==> src/rtl/core/idht_pkg.sv <==
// Shared types and constants for the input debounce hold timer.
package idht_pkg;

  localparam int unsigned LEVEL_W = 8;
  localparam int unsigned FLEN_W = 8;
  localparam int unsigned HOLD_W = 16;
  localparam int unsigned PADDR_W = 4;
  localparam int unsigned PDATA_W = 64;

  localparam logic [HOLD_W-1:0] HOLD_MAX = 16'hFFFF;

  localparam logic [63:0] FILTER_RESET = 64'h1414_1414_1414_1414;
  localparam logic [15:0] EDGE_RESET = 16'hAAAA;

  // Register select: paddr bit 3 picks the 8-byte register slot
  localparam logic REG_FILTER = 1'b0;
  localparam logic REG_EDGE = 1'b1;

  localparam logic [1:0] EDGE_FALL = 2'd0;
  localparam logic [1:0] EDGE_RISE = 2'd1;
  localparam logic [1:0] EDGE_BOTH = 2'd2;

  localparam logic KIND_EDGE = 1'b0;
  localparam logic KIND_STATUS = 1'b1;

  typedef enum logic [1:0] {
    ST_IDLE,
    ST_RUN,
    ST_STATUS
  } state_t;

  // Edge event passed down the cell chain
  typedef struct packed {
    logic fire;
    logic level;
    logic [HOLD_W-1:0] hold;
  } ev_t;

  // Control broadcast to every cell
  typedef struct packed {
    logic adopt;
    logic advance;
    logic shift;
  } cell_ctl_t;

endpackage

==> src/rtl/core/idht_regs.sv <==
// APB configuration registers: filter lengths and edge selects.
module idht_regs (
  input  logic                          clk,
  input  logic                          rst,
  input  logic                          psel,
  input  logic                          penable,
  input  logic                          pwrite,
  input  logic [idht_pkg::PADDR_W-1:0]  paddr,
  input  logic [idht_pkg::PDATA_W-1:0]  pwdata,
  output logic [idht_pkg::PDATA_W-1:0]  prdata,
  output logic                          pready,
  output logic [63:0]                   filter_table,
  output logic [15:0]                   edge_table
);
  import idht_pkg::*;

  logic wr_en;

  assign pready = 1'b1;
  assign wr_en = psel && penable && pwrite && pready;

  always_ff @(posedge clk) begin
    if (rst) begin
      filter_table <= FILTER_RESET;
      edge_table <= EDGE_RESET;
    end else if (wr_en) begin
      if (paddr[3] == REG_FILTER) begin
        filter_table <= pwdata;
      end else begin
        edge_table <= pwdata[15:0];
      end
    end
  end

  always_comb begin
    case (paddr[3])
      REG_FILTER: prdata = filter_table;
      REG_EDGE:   prdata = {48'd0, edge_table};
      default:    prdata = '0;
    endcase
  end

endmodule

==> src/rtl/core/idht_cell.sv <==
// One channel cell: latched level, filter counter, hold counter and scan token.
module idht_cell (
  input  logic                          clk,
  input  logic                          rst,
  input  idht_pkg::cell_ctl_t           ctl,
  input  logic                          tok_in,
  output logic                          tok_out,
  input  logic                          pin,
  input  logic [idht_pkg::FLEN_W-1:0]   flen,
  input  logic [1:0]                    sel,
  input  idht_pkg::ev_t                 ev_in,
  output idht_pkg::ev_t                 ev_out,
  output logic                          level
);
  import idht_pkg::*;

  logic              token;
  logic              token_next;
  logic              stable;
  logic              stable_next;
  logic [FLEN_W-1:0] fcount;
  logic [FLEN_W-1:0] fcount_next;
  logic [HOLD_W-1:0] hold;
  logic [HOLD_W-1:0] hold_next;
  logic              fire;
  logic              sel_ok;

  assign sel_ok = (sel == EDGE_BOTH) || (sel == EDGE_RISE && pin) ||
                  (sel == EDGE_FALL && !pin);

  always_comb begin
    stable_next = stable;
    fcount_next = fcount;
    hold_next = hold;
    fire = 1'b0;
    token_next = ctl.shift ? tok_in : token;
    if (ctl.adopt) begin
      stable_next = pin;
      fcount_next = '0;
    end else if (ctl.advance && token) begin
      if (pin != stable) begin
        stable_next = pin;
        fcount_next = flen;
      end else if (fcount == '0) begin
        if (hold != HOLD_MAX) begin
          hold_next = hold + 1'b1;
        end
      end else begin
        fcount_next = fcount - 1'b1;
        // counter reaches zero this tick: report, then restart hold
        if (fcount == FLEN_W'(1)) begin
          fire = sel_ok;
          hold_next = HOLD_W'(flen);
        end
      end
    end
  end

  always_ff @(posedge clk) begin
    if (rst) begin
      token <= 1'b0;
      stable <= 1'b0;
      fcount <= '0;
      hold <= '0;
    end else begin
      token <= token_next;
      stable <= stable_next;
      fcount <= fcount_next;
      hold <= hold_next;
    end
  end

  always_comb begin
    if (fire) begin
      ev_out.fire = 1'b1;
      ev_out.level = pin;
      ev_out.hold = hold;
    end else begin
      ev_out = ev_in;
    end
  end

  assign tok_out = token;
  assign level = stable;

endmodule

==> src/rtl/core/input_debounce_hold_timer.sv <==
// Top level: debouncer with hold time, a chain of per-channel cells scanned per tick.
//
//   port group    role     payload
//   in_*          sink     pin_levels
//   out_*         source   item_kind, channel, new_level, event_hold, filtered_levels, last
//   APB           slave    filter_table (addr 0x0), edge_table (addr 0x8)
//
// A tick is accepted, then the scan token walks the cell chain one channel at
// a time while the output is free, then the status item is loaded. The
// adopting first tick after reset skips the scan. A stalled output holds
// the scan in place; the next tick is accepted once the status item is loaded.
// Reset clears all cell state and the primed flag; registers take their defaults.
module input_debounce_hold_timer #(
  parameter int unsigned CHANNELS = 8
) (
  input  logic                          clk,
  input  logic                          rst,
  input  logic                          psel,
  input  logic                          penable,
  input  logic                          pwrite,
  input  logic [idht_pkg::PADDR_W-1:0]  paddr,
  input  logic [idht_pkg::PDATA_W-1:0]  pwdata,
  output logic [idht_pkg::PDATA_W-1:0]  prdata,
  output logic                          pready,
  input  logic                          in_valid,
  output logic                          in_ready,
  input  logic [7:0]                    pin_levels,
  output logic                          out_valid,
  input  logic                          out_ready,
  output logic                          item_kind,
  output logic [2:0]                    channel,
  output logic                          new_level,
  output logic [15:0]                   event_hold,
  output logic [7:0]                    filtered_levels,
  output logic                          last
);
  import idht_pkg::*;

  localparam int unsigned IDX_W = (CHANNELS > 1) ? $clog2(CHANNELS) : 1;
  localparam logic [IDX_W-1:0] LAST_IDX = IDX_W'(CHANNELS - 1);

  logic [63:0]        filter_table;
  logic [15:0]        edge_table;
  state_t             state;
  state_t             state_next;
  logic               primed;
  logic [LEVEL_W-1:0] pin_reg;
  logic [IDX_W-1:0]   step;
  logic               accept;
  logic               out_free;
  logic               start;
  cell_ctl_t          ctl;
  logic               load_ev;
  logic               load_status;
  logic [LEVEL_W-1:0] filt;

  logic [CHANNELS-1:0] tok;
  logic [CHANNELS-1:0] lvl;
  logic [CHANNELS-1:0] cell_pin;
  ev_t                 ev_chain [CHANNELS+1];

  idht_regs u_regs (
    .clk          (clk),
    .rst          (rst),
    .psel         (psel),
    .penable      (penable),
    .pwrite       (pwrite),
    .paddr        (paddr),
    .pwdata       (pwdata),
    .prdata       (prdata),
    .pready       (pready),
    .filter_table (filter_table),
    .edge_table   (edge_table)
  );

  assign in_ready = (state == ST_IDLE);
  assign accept = in_valid && in_ready;
  assign out_free = !out_valid || out_ready;
  assign start = accept && primed;

  assign ctl.adopt = accept && !primed;
  assign ctl.advance = (state == ST_RUN) && out_free;
  assign ctl.shift = start || ctl.advance;

  assign ev_chain[0] = '0;

  for (genvar g = 0; g < CHANNELS; g++) begin : g_cell
    assign cell_pin[g] = ctl.adopt ? pin_levels[g] : pin_reg[g];
    idht_cell u_cell (
      .clk     (clk),
      .rst     (rst),
      .ctl     (ctl),
      .tok_in  ((g == 0) ? start : tok[(g == 0) ? 0 : g-1]),
      .tok_out (tok[g]),
      .pin     (cell_pin[g]),
      .flen    (filter_table[8*g +: 8]),
      .sel     (edge_table[2*g +: 2]),
      .ev_in   (ev_chain[g]),
      .ev_out  (ev_chain[g+1]),
      .level   (lvl[g])
    );
  end

  always_comb begin
    filt = '0;
    for (int i = 0; i < CHANNELS; i++) begin
      filt[i] = lvl[i];
    end
  end

  always_comb begin
    state_next = state;
    load_ev = 1'b0;
    load_status = 1'b0;
    case (state)
      ST_IDLE: begin
        if (accept) begin
          state_next = primed ? ST_RUN : ST_STATUS;
        end
      end
      ST_RUN: begin
        if (ctl.advance) begin
          load_ev = ev_chain[CHANNELS].fire;
          if (step == LAST_IDX) begin
            state_next = ST_STATUS;
          end
        end
      end
      ST_STATUS: begin
        if (out_free) begin
          load_status = 1'b1;
          state_next = ST_IDLE;
        end
      end
      default: state_next = ST_IDLE;
    endcase
  end

  always_ff @(posedge clk) begin
    if (rst) begin
      state <= ST_IDLE;
      primed <= 1'b0;
      step <= '0;
      out_valid <= 1'b0;
    end else begin
      state <= state_next;
      if (accept) begin
        primed <= 1'b1;
        step <= '0;
      end else if (ctl.advance) begin
        step <= step + 1'b1;
      end
      if (load_ev || load_status) begin
        out_valid <= 1'b1;
      end else if (out_ready) begin
        out_valid <= 1'b0;
      end
    end
  end

  always_ff @(posedge clk) begin
    if (accept) begin
      pin_reg <= pin_levels;
    end
    if (load_ev) begin
      item_kind <= KIND_EDGE;
      channel <= 3'(step);
      new_level <= ev_chain[CHANNELS].level;
      event_hold <= ev_chain[CHANNELS].hold;
      filtered_levels <= '0;
      last <= 1'b0;
    end else if (load_status) begin
      item_kind <= KIND_STATUS;
      channel <= '0;
      new_level <= 1'b0;
      event_hold <= '0;
      filtered_levels <= filt;
      last <= 1'b1;
    end
  end

endmodule

==> config.mk <==
export PLATFORM = sky130hd
export DESIGN_NAME = input_debounce_hold_timer
export DESIGN_NICKNAME = d
export VERILOG_FILES = /design/src/rtl/core/idht_pkg.sv /design/src/rtl/core/idht_regs.sv /design/src/rtl/core/idht_cell.sv /design/src/rtl/core/input_debounce_hold_timer.sv
export SDC_FILE = /design/constraint.sdc
export NUM_CORES = 1
export LEC_CHECK = 0
export ABC_AREA = 1
export BUFFER_PORTS_ARGS = -buffer_cell sky130_fd_sc_hd__buf_2
export CORE_UTILIZATION = 60
export CTS_CLUSTER_SIZE = 20
export DETAILED_ROUTE_END_ITERATION = 16
export GPL_TIMING_DRIVEN = 1
export PLACE_DENSITY_LB_ADDON = 0.15
export REMOVE_ABC_BUFFERS = 1
export SYNTH_ARGS = -nofsm -noshare
export SYNTH_HDL_FRONTEND = slang
export SYNTH_SLANG_ARGS = --single-unit
==> constraint.sdc <==
create_clock -name clk -period 3.24 [get_ports clk]
set_clock_uncertainty 0.05 [all_clocks]
set_input_delay 0.81 -clock clk [delete_from_list [all_inputs] [get_ports clk]]
set_output_delay 0.81 -clock clk [all_outputs]
set_load 0.005 [all_outputs]
Yosys cells after proc, flatten, opt, wreduce, memory -nomap -nowiden
Index checks and enable logic that the tools add are counted.
{"block": "classes", "n_mux": 139, "eq_ne": 63, "n_reduce_logical": 131, "add_sub_neg": 17, "bitwise_logic": 10}
{"cell": "two-way mux 16 bit", "count": 26}
{"cell": "two-way mux 18 bit", "count": 8}
{"cell": "adder 16 x 1 -> 16 bit (second input constant)", "count": 8}
{"cell": "two-way mux 8 bit", "count": 16}
{"cell": "inequality test 16 bit (second input constant)", "count": 8}
{"cell": "case mux 64 bit (2 select lines)", "count": 1}
{"cell": "two-way mux 1 bit", "count": 80}
{"cell": "== test 8 x 1 -> 1 bit (second input constant)", "count": 8}
{"cell": "logical NOT 8 bit", "count": 8}
{"cell": "subtractor 8 x 1 -> 8 bit (second input constant)", "count": 8}
{"cell": "nonzero test 2 bit", "count": 26}
{"cell": "AND reduction 5 bit", "count": 8}
{"cell": "AND reduction 2 bit", "count": 18}
{"cell": "logical AND 1 bit", "count": 30}
{"cell": "inequality test 2 x 1 -> 1 bit (second input constant)", "count": 10}
{"cell": "inequality test 2 bit (second input constant)", "count": 10}
{"cell": "logical OR 1 bit", "count": 19}
{"cell": "== test 2 x 1 -> 1 bit (second input constant)", "count": 9}
{"cell": "== test 2 bit (second input constant)", "count": 9}
{"cell": "logical NOT 2 bit", "count": 9}
{"cell": "logical NOT 1 bit", "count": 10}
{"cell": "two-way mux 2 bit", "count": 5}
{"cell": "NOT 1 bit", "count": 10}
{"cell": "inequality test 1 bit", "count": 8}
{"cell": "6 further kinds", "count": 8}
{"block": "word_totals", "out_inout_bits": 97, "reg_bits": 332}

Depth between registers and ports, before layout
Gate-level depths: netlist of the first run.
{"block": "logic_depth", "depth_word": 24, "ltp_mapped": 20, "depth_no_buf": 18}

Hierarchy
A second synthesis of the first run with hierarchy kept.
{"block": "unflattened", "hier_cells": 3484, "hier_area_um2": 22640.5}
{"module": "idht_cell", "instances": 8, "cells_each": 334, "area_each_um2": 2117.0}
{"module": "idht_regs", "instances": 1, "cells_each": 621, "area_each_um2": 3861.2}
{"module": "input_debounce_hold_timer", "instances": 1, "cells_each": 191, "area_each_um2": 1843.0}

Worst setup path before layout of the first run
Ideal clock, no wire load.
{"block": "synth_timing", "path_type": "in2reg", "startpoint": "input in_valid", "endpoint": "register channel[0] (enable)", "arrival_time_ns": 2.495, "path_stages": 13, "slack_ns": 0.318, "t_required_ns": 2.813, "path_cell_list": "nand3_4 > buf_6 > buf_6 > nand2_1 > nand3_1 > nand2_2 > nor2_4 > nand3_4 > nand2_1 > nor2_1 > nand2_4 > inv_1 > nand2_1"}
{"block": "synth_via", "elab_chain_len": 22, "elab_cells_between_ends": 109, "cone_classes": "eq/ne (8); mux (58); reduce/logical (43)"}
{"element": "start: declaration", "line": "input_debounce_hold_timer.sv:25", "source": "input logic in_valid,"}
{"element": "logical AND 1 bit (*)", "line": "input_debounce_hold_timer.sv:77", "source": "assign accept = in_valid && in_ready;"}
{"element": "logical AND 1 bit (*)", "line": "input_debounce_hold_timer.sv:81", "source": "assign ctl.adopt = accept && !primed;"}
{"element": "two-way mux 1 bit", "line": "input_debounce_hold_timer.sv:88", "source": "assign cell_pin[g] = ctl.adopt ? pin_levels[g] : pin_reg[g];"}
{"element": "logical AND 1 bit or logical NOT 1 bit (tied branches)", "line": "idht_cell.sv:28, idht_cell.sv:29"}
{"element": "logical OR 1 bit or logical AND 1 bit (tied branches)", "line": "idht_cell.sv:28, idht_cell.sv:29"}
{"element": "logical OR 1 bit", "line": "idht_cell.sv:28", "source": "assign sel_ok = (sel == EDGE_BOTH) || (sel == EDGE_RISE && pin) ||"}
{"element": "two-way mux 1 bit", "line": "idht_cell.sv:51", "source": "if (fcount == FLEN_W'(1)) begin"}
{"element": "two-way mux 1 bit", "line": "idht_cell.sv:44", "source": "end else if (fcount == '0) begin"}
{"element": "two-way mux 1 bit", "line": "idht_cell.sv:41", "source": "if (pin != stable) begin"}
{"element": "two-way mux 1 bit", "line": "idht_cell.sv:40", "source": "end else if (ctl.advance && token) begin"}
{"element": "two-way mux 1 bit", "line": "idht_cell.sv:37", "source": "if (ctl.adopt) begin"}
{"element": "two-way mux 18 bit (7 in a row)", "line": "idht_cell.sv:74", "source": "if (fire) begin"}
{"element": "two-way mux 18 bit (*)", "line": "idht_cell.sv:74"}
{"element": "two-way mux 1 bit (*)", "line": "input_debounce_hold_timer.sv:122", "source": "if (ctl.advance) begin"}
{"element": "two-way mux 1 bit (*)", "line": "input_debounce_hold_timer.sv:115", "source": "case (state)"}
{"element": "nonzero test 2 bit (no line) (*)"}
{"element": "end signal: assignment", "line": "input_debounce_hold_timer.sv:167", "source": "channel <= 3'(step);"}
{"element": "end: declaration", "line": "input_debounce_hold_timer.sv:31", "source": "output logic [2:0] channel,"}
Mark *: on every way between the ends. The rest lies on a longest branch, timed or not.
A chain may end at the register's enable or synchronous reset.

Final worst setup path of the first run
{"block": "layout_timing", "startpoint": "register state[1]", "endpoint": "register event_hold[5], data pin"}
{"block": "layout_via", "elab_chain_len": 23, "elab_cells_between_ends": 120, "cone_classes": "eq/ne (9); mux (59); reduce/logical (52)"}
{"element": "start: declaration", "line": "input_debounce_hold_timer.sv:44", "source": "state_t state;"}
{"element": "start signal: assignment", "line": "input_debounce_hold_timer.sv:146", "source": "state <= state_next;"}
{"element": "logical NOT 2 bit", "line": "input_debounce_hold_timer.sv:76", "source": "assign in_ready = (state == ST_IDLE);"}
{"element": "logical AND 1 bit", "line": "input_debounce_hold_timer.sv:77"}
{"element": "logical AND 1 bit", "line": "input_debounce_hold_timer.sv:81"}
{"element": "two-way mux 1 bit", "line": "input_debounce_hold_timer.sv:88"}
{"element": "logical AND 1 bit or logical NOT 1 bit (tied branches)", "line": "idht_cell.sv:28, idht_cell.sv:29"}
{"element": "logical OR 1 bit or logical AND 1 bit (tied branches)", "line": "idht_cell.sv:28, idht_cell.sv:29"}
{"element": "logical OR 1 bit", "line": "idht_cell.sv:28"}
{"element": "two-way mux 1 bit", "line": "idht_cell.sv:51"}
{"element": "two-way mux 1 bit", "line": "idht_cell.sv:44"}
{"element": "two-way mux 1 bit", "line": "idht_cell.sv:41"}
{"element": "two-way mux 1 bit", "line": "idht_cell.sv:40"}
{"element": "two-way mux 1 bit", "line": "idht_cell.sv:37"}
{"element": "two-way mux 18 bit (8 in a row)", "line": "idht_cell.sv:74"}
{"element": "two-way mux 1 bit", "line": "input_debounce_hold_timer.sv:122"}
{"element": "two-way mux 1 bit", "line": "input_debounce_hold_timer.sv:115"}
{"element": "two-way mux 16 bit (*)", "line": "input_debounce_hold_timer.sv:165", "source": "if (load_ev) begin"}
{"element": "end signal: assignment", "line": "input_debounce_hold_timer.sv:169", "source": "event_hold <= ev_chain[CHANNELS].hold;"}
{"element": "end: declaration", "line": "input_debounce_hold_timer.sv:33", "source": "output logic [15:0] event_hold,"}
Marked as above.

==> run metrics, run 1 <==
Logic pwr share=12.2%; Power Dens Cells=456 nW/um^2; top cell type's share of synthesized area=32.7%; final core occ=~70%; crit share post-route=92.7%; crit path max fanout=25; layout cells sized above 1=13.3%; Power, Total=0.00981 W; CP cell instances=nor2_4 -> nand3_4 -> inv_2 -> nand2_1 -> nand3_1 -> nand2_1 -> nor2_1 -> nand3_2 -> buf_4 -> o21ai_0 -> inv_1 -> nand2_1 -> nand2_1 -> nand2_1 -> nand2_1 -> a21oi_1; Peak VDD IR=387 uV; Starting Density=60.9%; gate count of the mapped netlist=approximately 2,800; crit-path max cell delay=0.35 ns; vias post-DR=just under 20,000; Pleak=9.21 nW; Inst Count DP=roughly 3,300; input/output buffers=roughly 180; max reg flops=128; Overall Global Routing Usage=between 30 and 40%; YS warnings=0; global route total overflow=0; Largest Register=g_cell.u_cell.hold; MaxCap Viol Count=0; non-filler instance count after layout=3,402; #FFs+latches synth=332; Post-synth ARST share=0%; drt initial violations=1,856; global-route wire length before repair=85.8 mm; vias in the first global route=17,168; DRC=0; root buffer cell=clkbuf_16; final net count=a little over 3,000; min cycle time layout=3.00 ns; Synth area leaders=dfxtp_1 33%, nand2_1 11%, o21ai_0 9.2%; CTS tree=built; Post-synth EDFFs=28; Die X=~180 um; Crit path required time=3.57 ns; Finish-stage setup viols=0; Clk pin slew, worst setup/hold paths=0.06 ns; FP Rows=64; Psw=0.00261 W; crit path kind=flop to flop; Routed WL per cell=15.8 um; sw frac=26.6%; initial antenna violation count=1; cts hold-fix bufs=0; reg2reg end=event_hold[5]; Setup Buffers After CTS=0; Synth Cell Area=18,600 um^2; status=finished clean; Worst EP arrival=3.33 ns; R2R depth=16; most frequent cells in the layout=523 x nand2_1, 377 x inv_1, 343 x o21ai_0; Int Power=0.00719 W; pin count of the biggest net entering global routing=58; Pins Over Slew Limit=0; commonest non-fill, non-tap cell in the layout=nand2_1; Layout area overhead=15.3%; final hold violation count=0; WHS Path Cells=2; dpl ws=between 0.05 and 0.06 ns; die extent in y=between 150 and 200 um; crit start category=flop; Reg2Reg Setup Slack=0.24 ns; Worst Hold Class=flop to flop; Ports=180; sequential share of the synthesized area=37.2%; Slew Limit Headroom=50.3%; Resize count post-CTS=0; total wire length=53.9 mm; CTS Sinks=~330; First-pass DRT Iterations=6; prevailing post-synth register cell=dfxtp_1; cell taking the most area after synthesis=dfxtp_1; register share of total power=44.7%; Post-DRT Antenna Nets=0; unrepaired setup endpoints after global routing=no; Max Fclk=~0.33 GHz; HPWL after detailed placement=40.0 mm; H-Tree Depth=2; Max clock buf depth=3; Clock Power Share=43.1%; worst min-delay path startpoint=g_cell[0].u_cell.tok_out; reg2reg start=state[1]; Largest regs=g_cell.u_cell.hold (128), g_cell.u_cell.fcount (64), u_regs.filter_table (64); synthesized area per cell=6.70 um^2; CP dominant cell by count=nand2_1; Synth cell types=57; Worst Hold End=g_cell[0].u_cell.tok_out; Final WS setup=0.238 ns; CP Capture Type=flop; total CTS buffers=37; die area=31,800 um^2; vias per cell=5.66; clk_lat worst skew=0.53 ns; WHS=0.422 ns; critical path's slowest cell=dfxtp_1; GPL Wtd Cong=between 0.9 and 1; Slew @ Worst Pin=0.738 ns; core area=30,600 um^2
==> stage by stage <==
stage                     cell area (um^2)  setup TNS [ns]
after detailed placement             20300               0
after CTS                            21500               0
after global placement               20300               0
after global routing                 21500               0
after floorplan                      18100          -61.67
final                                21500               0
==> power by group through the flow <==
stage | combinational (W) | sequential [W] | clock, W
2_1_floorplan | 0.000661 | 0.00444 | 0
3_3_place_gp | 0.00113 | 0.00446 | 0
3_5_place_dp | 0.00117 | 0.00447 | 0
4_1_cts | 0.00118 | 0.00438 | 0.00427
5_1_grt | 0.00132 | 0.00439 | 0.00445
6_report | 0.00119 | 0.00438 | 0.00423
==> worst max-delay path by stage <==
stage | depth (start not counted) | start | slack, ns | endpoint
after floorplan | 5 | rst | -0.74 | g_cell[0].u_cell.fcount[0]
after CTS | 16 | state[0] | 0.30 | event_hold[5]
after detailed placement | 15 | in_valid | 0.06 | event_hold[0]
after global placement | 17 | in_valid | 0.09 | event_hold[6]
after global routing | 14 | state[1] | 0.04 | g_cell[7].u_cell.hold[3]
final | 16 | state[1] | 0.24 | event_hold[5]
==> cells by family after synthesis <==
logic type	share of synthesized area (%)
adders and majority gates	1.88
buffers and inverters	10.6
AOI/OAI and AO/OA	21.6
DFF	37.2
xor gates and xnor gates	2.35
other	0.0201
and+or+nand+nor	26.4
==> worst max-delay path, delay by kind of cell, from the launching register on <==
kind                   cells  cell delay, ns
AOI/OAI and AO/OA          2            0.36
buffers and inverters      3            0.55
and+or+nand+nor           11            1.53
DFF                        1            0.35
==> per-layer routing <==
metal | up-vias | GRT usage, % | part of all wire, %
met4 | 0 | 11.4 | 3.1
met3 | 116 | 5.22 | 8.9
li1 | 9604 | - | -
met5 | - | 0 | 0
met2 | 813 | 53.9 | 44
met1 | 8730 | 46.4 | 44
==> synthesized netlist by cell type, drive strengths merged, types with 6 or more instances <==
master and count:
inv 393, nand4 52, nand2 537, nor4 9, clkbuf 75, edfxtp 28
nand3b 6, dfxtp 304, clkinv 6, a31oi 61, xor2 35, a311oi 10
a221oi 6, buf 31, ha 28, nor3 67, xnor2 15, a211oi 30
or2 17, nand3 126, nor2 304, o21ai 363, a21oi 258
==> cell type report <==
cell class / count / area, um^2
well taps: 396 / 495
inverters: 399 / 1500
multi-input cells: 1945 / 9730
clock buffers: 58 / 1150
clock inverters: 8 / 70.1
flip-flops and latches: 332 / 6930
fillers: 2686 / 9100
diodes: 1 / 2.50
repair buffers: 263 / 1610
(Power assumes the default switching activity.)
==> inputs of run 2 (changes only) <==
==> constraint.sdc (replaced) <==
create_clock -name clk -period 3.35 [get_ports clk]
set_clock_uncertainty 0.05 [all_clocks]
set_input_delay 0.8375 -clock clk [delete_from_list [all_inputs] [get_ports clk]]
set_output_delay 0.8375 -clock clk [all_outputs]
set_load 0.005 [all_outputs]
==> run 2 against run 1 <==
  * The run now ends with DRC left
  * Setup slack better by 0.065 ns
  * Largest power group unchanged
  * Die area unchanged
  * Worst hold slack worse by 0.0057 ns
  * Non-clock buffer count down 6
  * Register-to-register slack better by 0.07 ns
  * Largest cell class unchanged
  * Cell count down 0.18%
  * Via count up 0.39%
==> run metrics, run 2 (synthesis gave the netlist of run 1 again) <==
Largest regs=g_cell.u_cell.hold (128), g_cell.u_cell.fcount (64), u_regs.filter_table (64); dpl ws=0.0925 ns (+0.0364 ns); crit path max fanout=19 (-24%); CTS Sinks=332 (unchanged); Max Fclk=0.328 GHz (-1.5%); Worst Hold Class=flop to flop; cts hold-fix bufs=0 (unchanged); First-pass DRT Iterations=12 (+6); global-route wire length before repair=86.6 mm (+0.84%); Finish-stage setup viols=0 (unchanged); crit share post-route=91.0% (-1.7 points); clk_lat worst skew=0.53 ns (about the same); Die X=178 um (unchanged); Largest Register=g_cell.u_cell.hold; total CTS buffers=38 (+2.7%); Post-DRT Antenna Nets=0 (unchanged); min cycle time layout=3.05 ns (+0.0446 ns); Pins Over Slew Limit=0 (unchanged); GPL Wtd Cong=1.01 (+6.4%); Slew Limit Headroom=49.6% (-0.77 points); non-filler instance count after layout=3,396 (-0.18%); initial antenna violation count=1 (unchanged); register share of total power=44.5% (-0.2 points); Peak VDD IR=398 uV (+2.8%); Overall Global Routing Usage=33.9% (+0.18 points); Worst EP arrival=3.26 ns (-0.07 ns); Routed WL per cell=16.1 um (+1.4%); final net count=3,084 (-0.16%); final hold violation count=0 (unchanged); placed inst area=20,200 um^2 (-0.22%); final core occ=70.1% (-0.13 points); unrepaired setup endpoints after global routing=no; vias in the first global route=17,269 (+0.59%); Power Dens Cells=444 nW/um^2 (-2.8%); die area=31,800 um^2 (unchanged); Logic pwr share=12.1% (about the same); Crit path required time=3.56 ns (about the same); Clock Power Share=43.4% (+0.3 points); drt initial violations=1,835 (-1.1%); root buffer cell=clkbuf_16; CTS tree=built; layout cells sized above 1=13.1% (-0.24 points); Starting Density=60.9% (unchanged); Pleak=9.19 nW (-0.25%); Layout area overhead=15.1%; Int Power=0.00699 W (-2.8%); fill count=2,717 (+1.2%); input/output buffers=175 (unchanged); crit start category=flop; Setup Buffers After CTS=0 (unchanged); Inst Count DP=3,329 (-0.18%); Resize count post-CTS=0 (unchanged); pin count of the biggest net entering global routing=58 (unchanged); vias per cell=5.69 (+0.57%); FP Rows=64 (unchanged); status=finished, violations left; violated checks=DRC; MaxCap Viol Count=0 (unchanged); max reg flops=128 (unchanged); core area=30,600 um^2 (unchanged); Clk pin slew, worst setup/hold paths=0.06 ns (about the same); HPWL after detailed placement=40.3 mm (+0.62%); total wire length=54.6 mm (+1.2%); most frequent cells in the layout=523 x nand2_1, 377 x inv_1, 343 x o21ai_0; Final WS setup=0.303 ns (+0.0654 ns); Psw=0.00253 W (-3.3%); H-Tree Depth=2 (unchanged); commonest non-fill, non-tap cell in the layout=nand2_1; global route total overflow=0 (unchanged); crit path kind=flop to flop; WHS=0.416 ns (-0.00570 ns); DRC=2 (+2); CP Capture Type=flop; Max clock buf depth=3 (unchanged); Slew @ Worst Pin=0.750 ns (+0.0115 ns); Ports=180 (unchanged); final instance area=21,400 um^2 (-0.19%); WHS Path Cells=2 (unchanged); R2R depth=14 (-2); vias post-DR=19,338 (+0.39%); sw frac=26.5% (-0.098 points); die extent in y=178 um (unchanged)
==> run 2: area by class of cell <==
cell class,count,area (um^2),area share [%]
Inverter,399,1500,6.99
Clock buffer,58,1130,5.26
Timing Repair Buffer,257,1570,7.30
Multi-Input combinational cell,1945,9730,45.4
Tap cell,396,495,2.31
Sequential cell,332,6930,32.3
Clock inverter,8,95.1,0.443
Antenna cell,1,2.50,0.0117
==> run 2: power by group through the flow <==
stage	combinational (W)	sequential (W)	clock (W)
final	0.00115	0.00424	0.00413
after global routing	0.00127	0.00425	0.00432
after CTS	0.00113	0.00423	0.00416
after detailed placement	0.00112	0.00432	0
after global placement	0.00109	0.00432	0
after floorplan	0.000640	0.00429	0
==> run 2: worst paths after layout <==
path | slack [ns] | to | startpoint
hold / removal | 0.42 | g_cell[0].u_cell.tok_out | g_cell[0].u_cell.tok_out
setup / recovery | 0.30 | event_hold[6] | g_cell[1].u_cell.fcount[4]
setup reg to reg | 0.30 | event_hold[6] | g_cell[1].u_cell.fcount[4]
hold reg to reg | 0.42 | g_cell[0].u_cell.tok_out | g_cell[0].u_cell.tok_out
==> run 2: metrics by stage <==
| stage | setup TNS [ns] | power [W] |
|---|---|---|
| after floorplan | -51.26 | 0.00493 |
| after global placement | 0 | 0.00540 |
| after detailed placement | 0 | 0.00544 |
| after CTS | 0 | 0.00952 |
| after global routing | 0 | 0.00984 |
| final | 0 | 0.00952 |
==> run 2: routing by layer <==
metal  vias up  global-route usage [%]  routed length [um]
li1       9581                       -                   -
met1      8806                    46.2               24200
met2       824                    55.2               24300
met3       127                    4.20                4280
met4         0                    12.1                1830
met5         -                       0                   0
==> run 2: critical path, stage by stage, from the launching register on <==
cell and delay (ns):
dfxtp_1 0.30, inv_1 0.11, nand2_1 0.10, nor3_1 0.32, nand3_1 0.20, nor2_2 0.60
nand3_4 0.34, nand3_1 0.18, nand2_1 0.09, nand2_1 0.08, nand2_1 0.11, nand2_1 0.11
nand2_1 0.09, nand2_1 0.06, a21oi_1 0.05
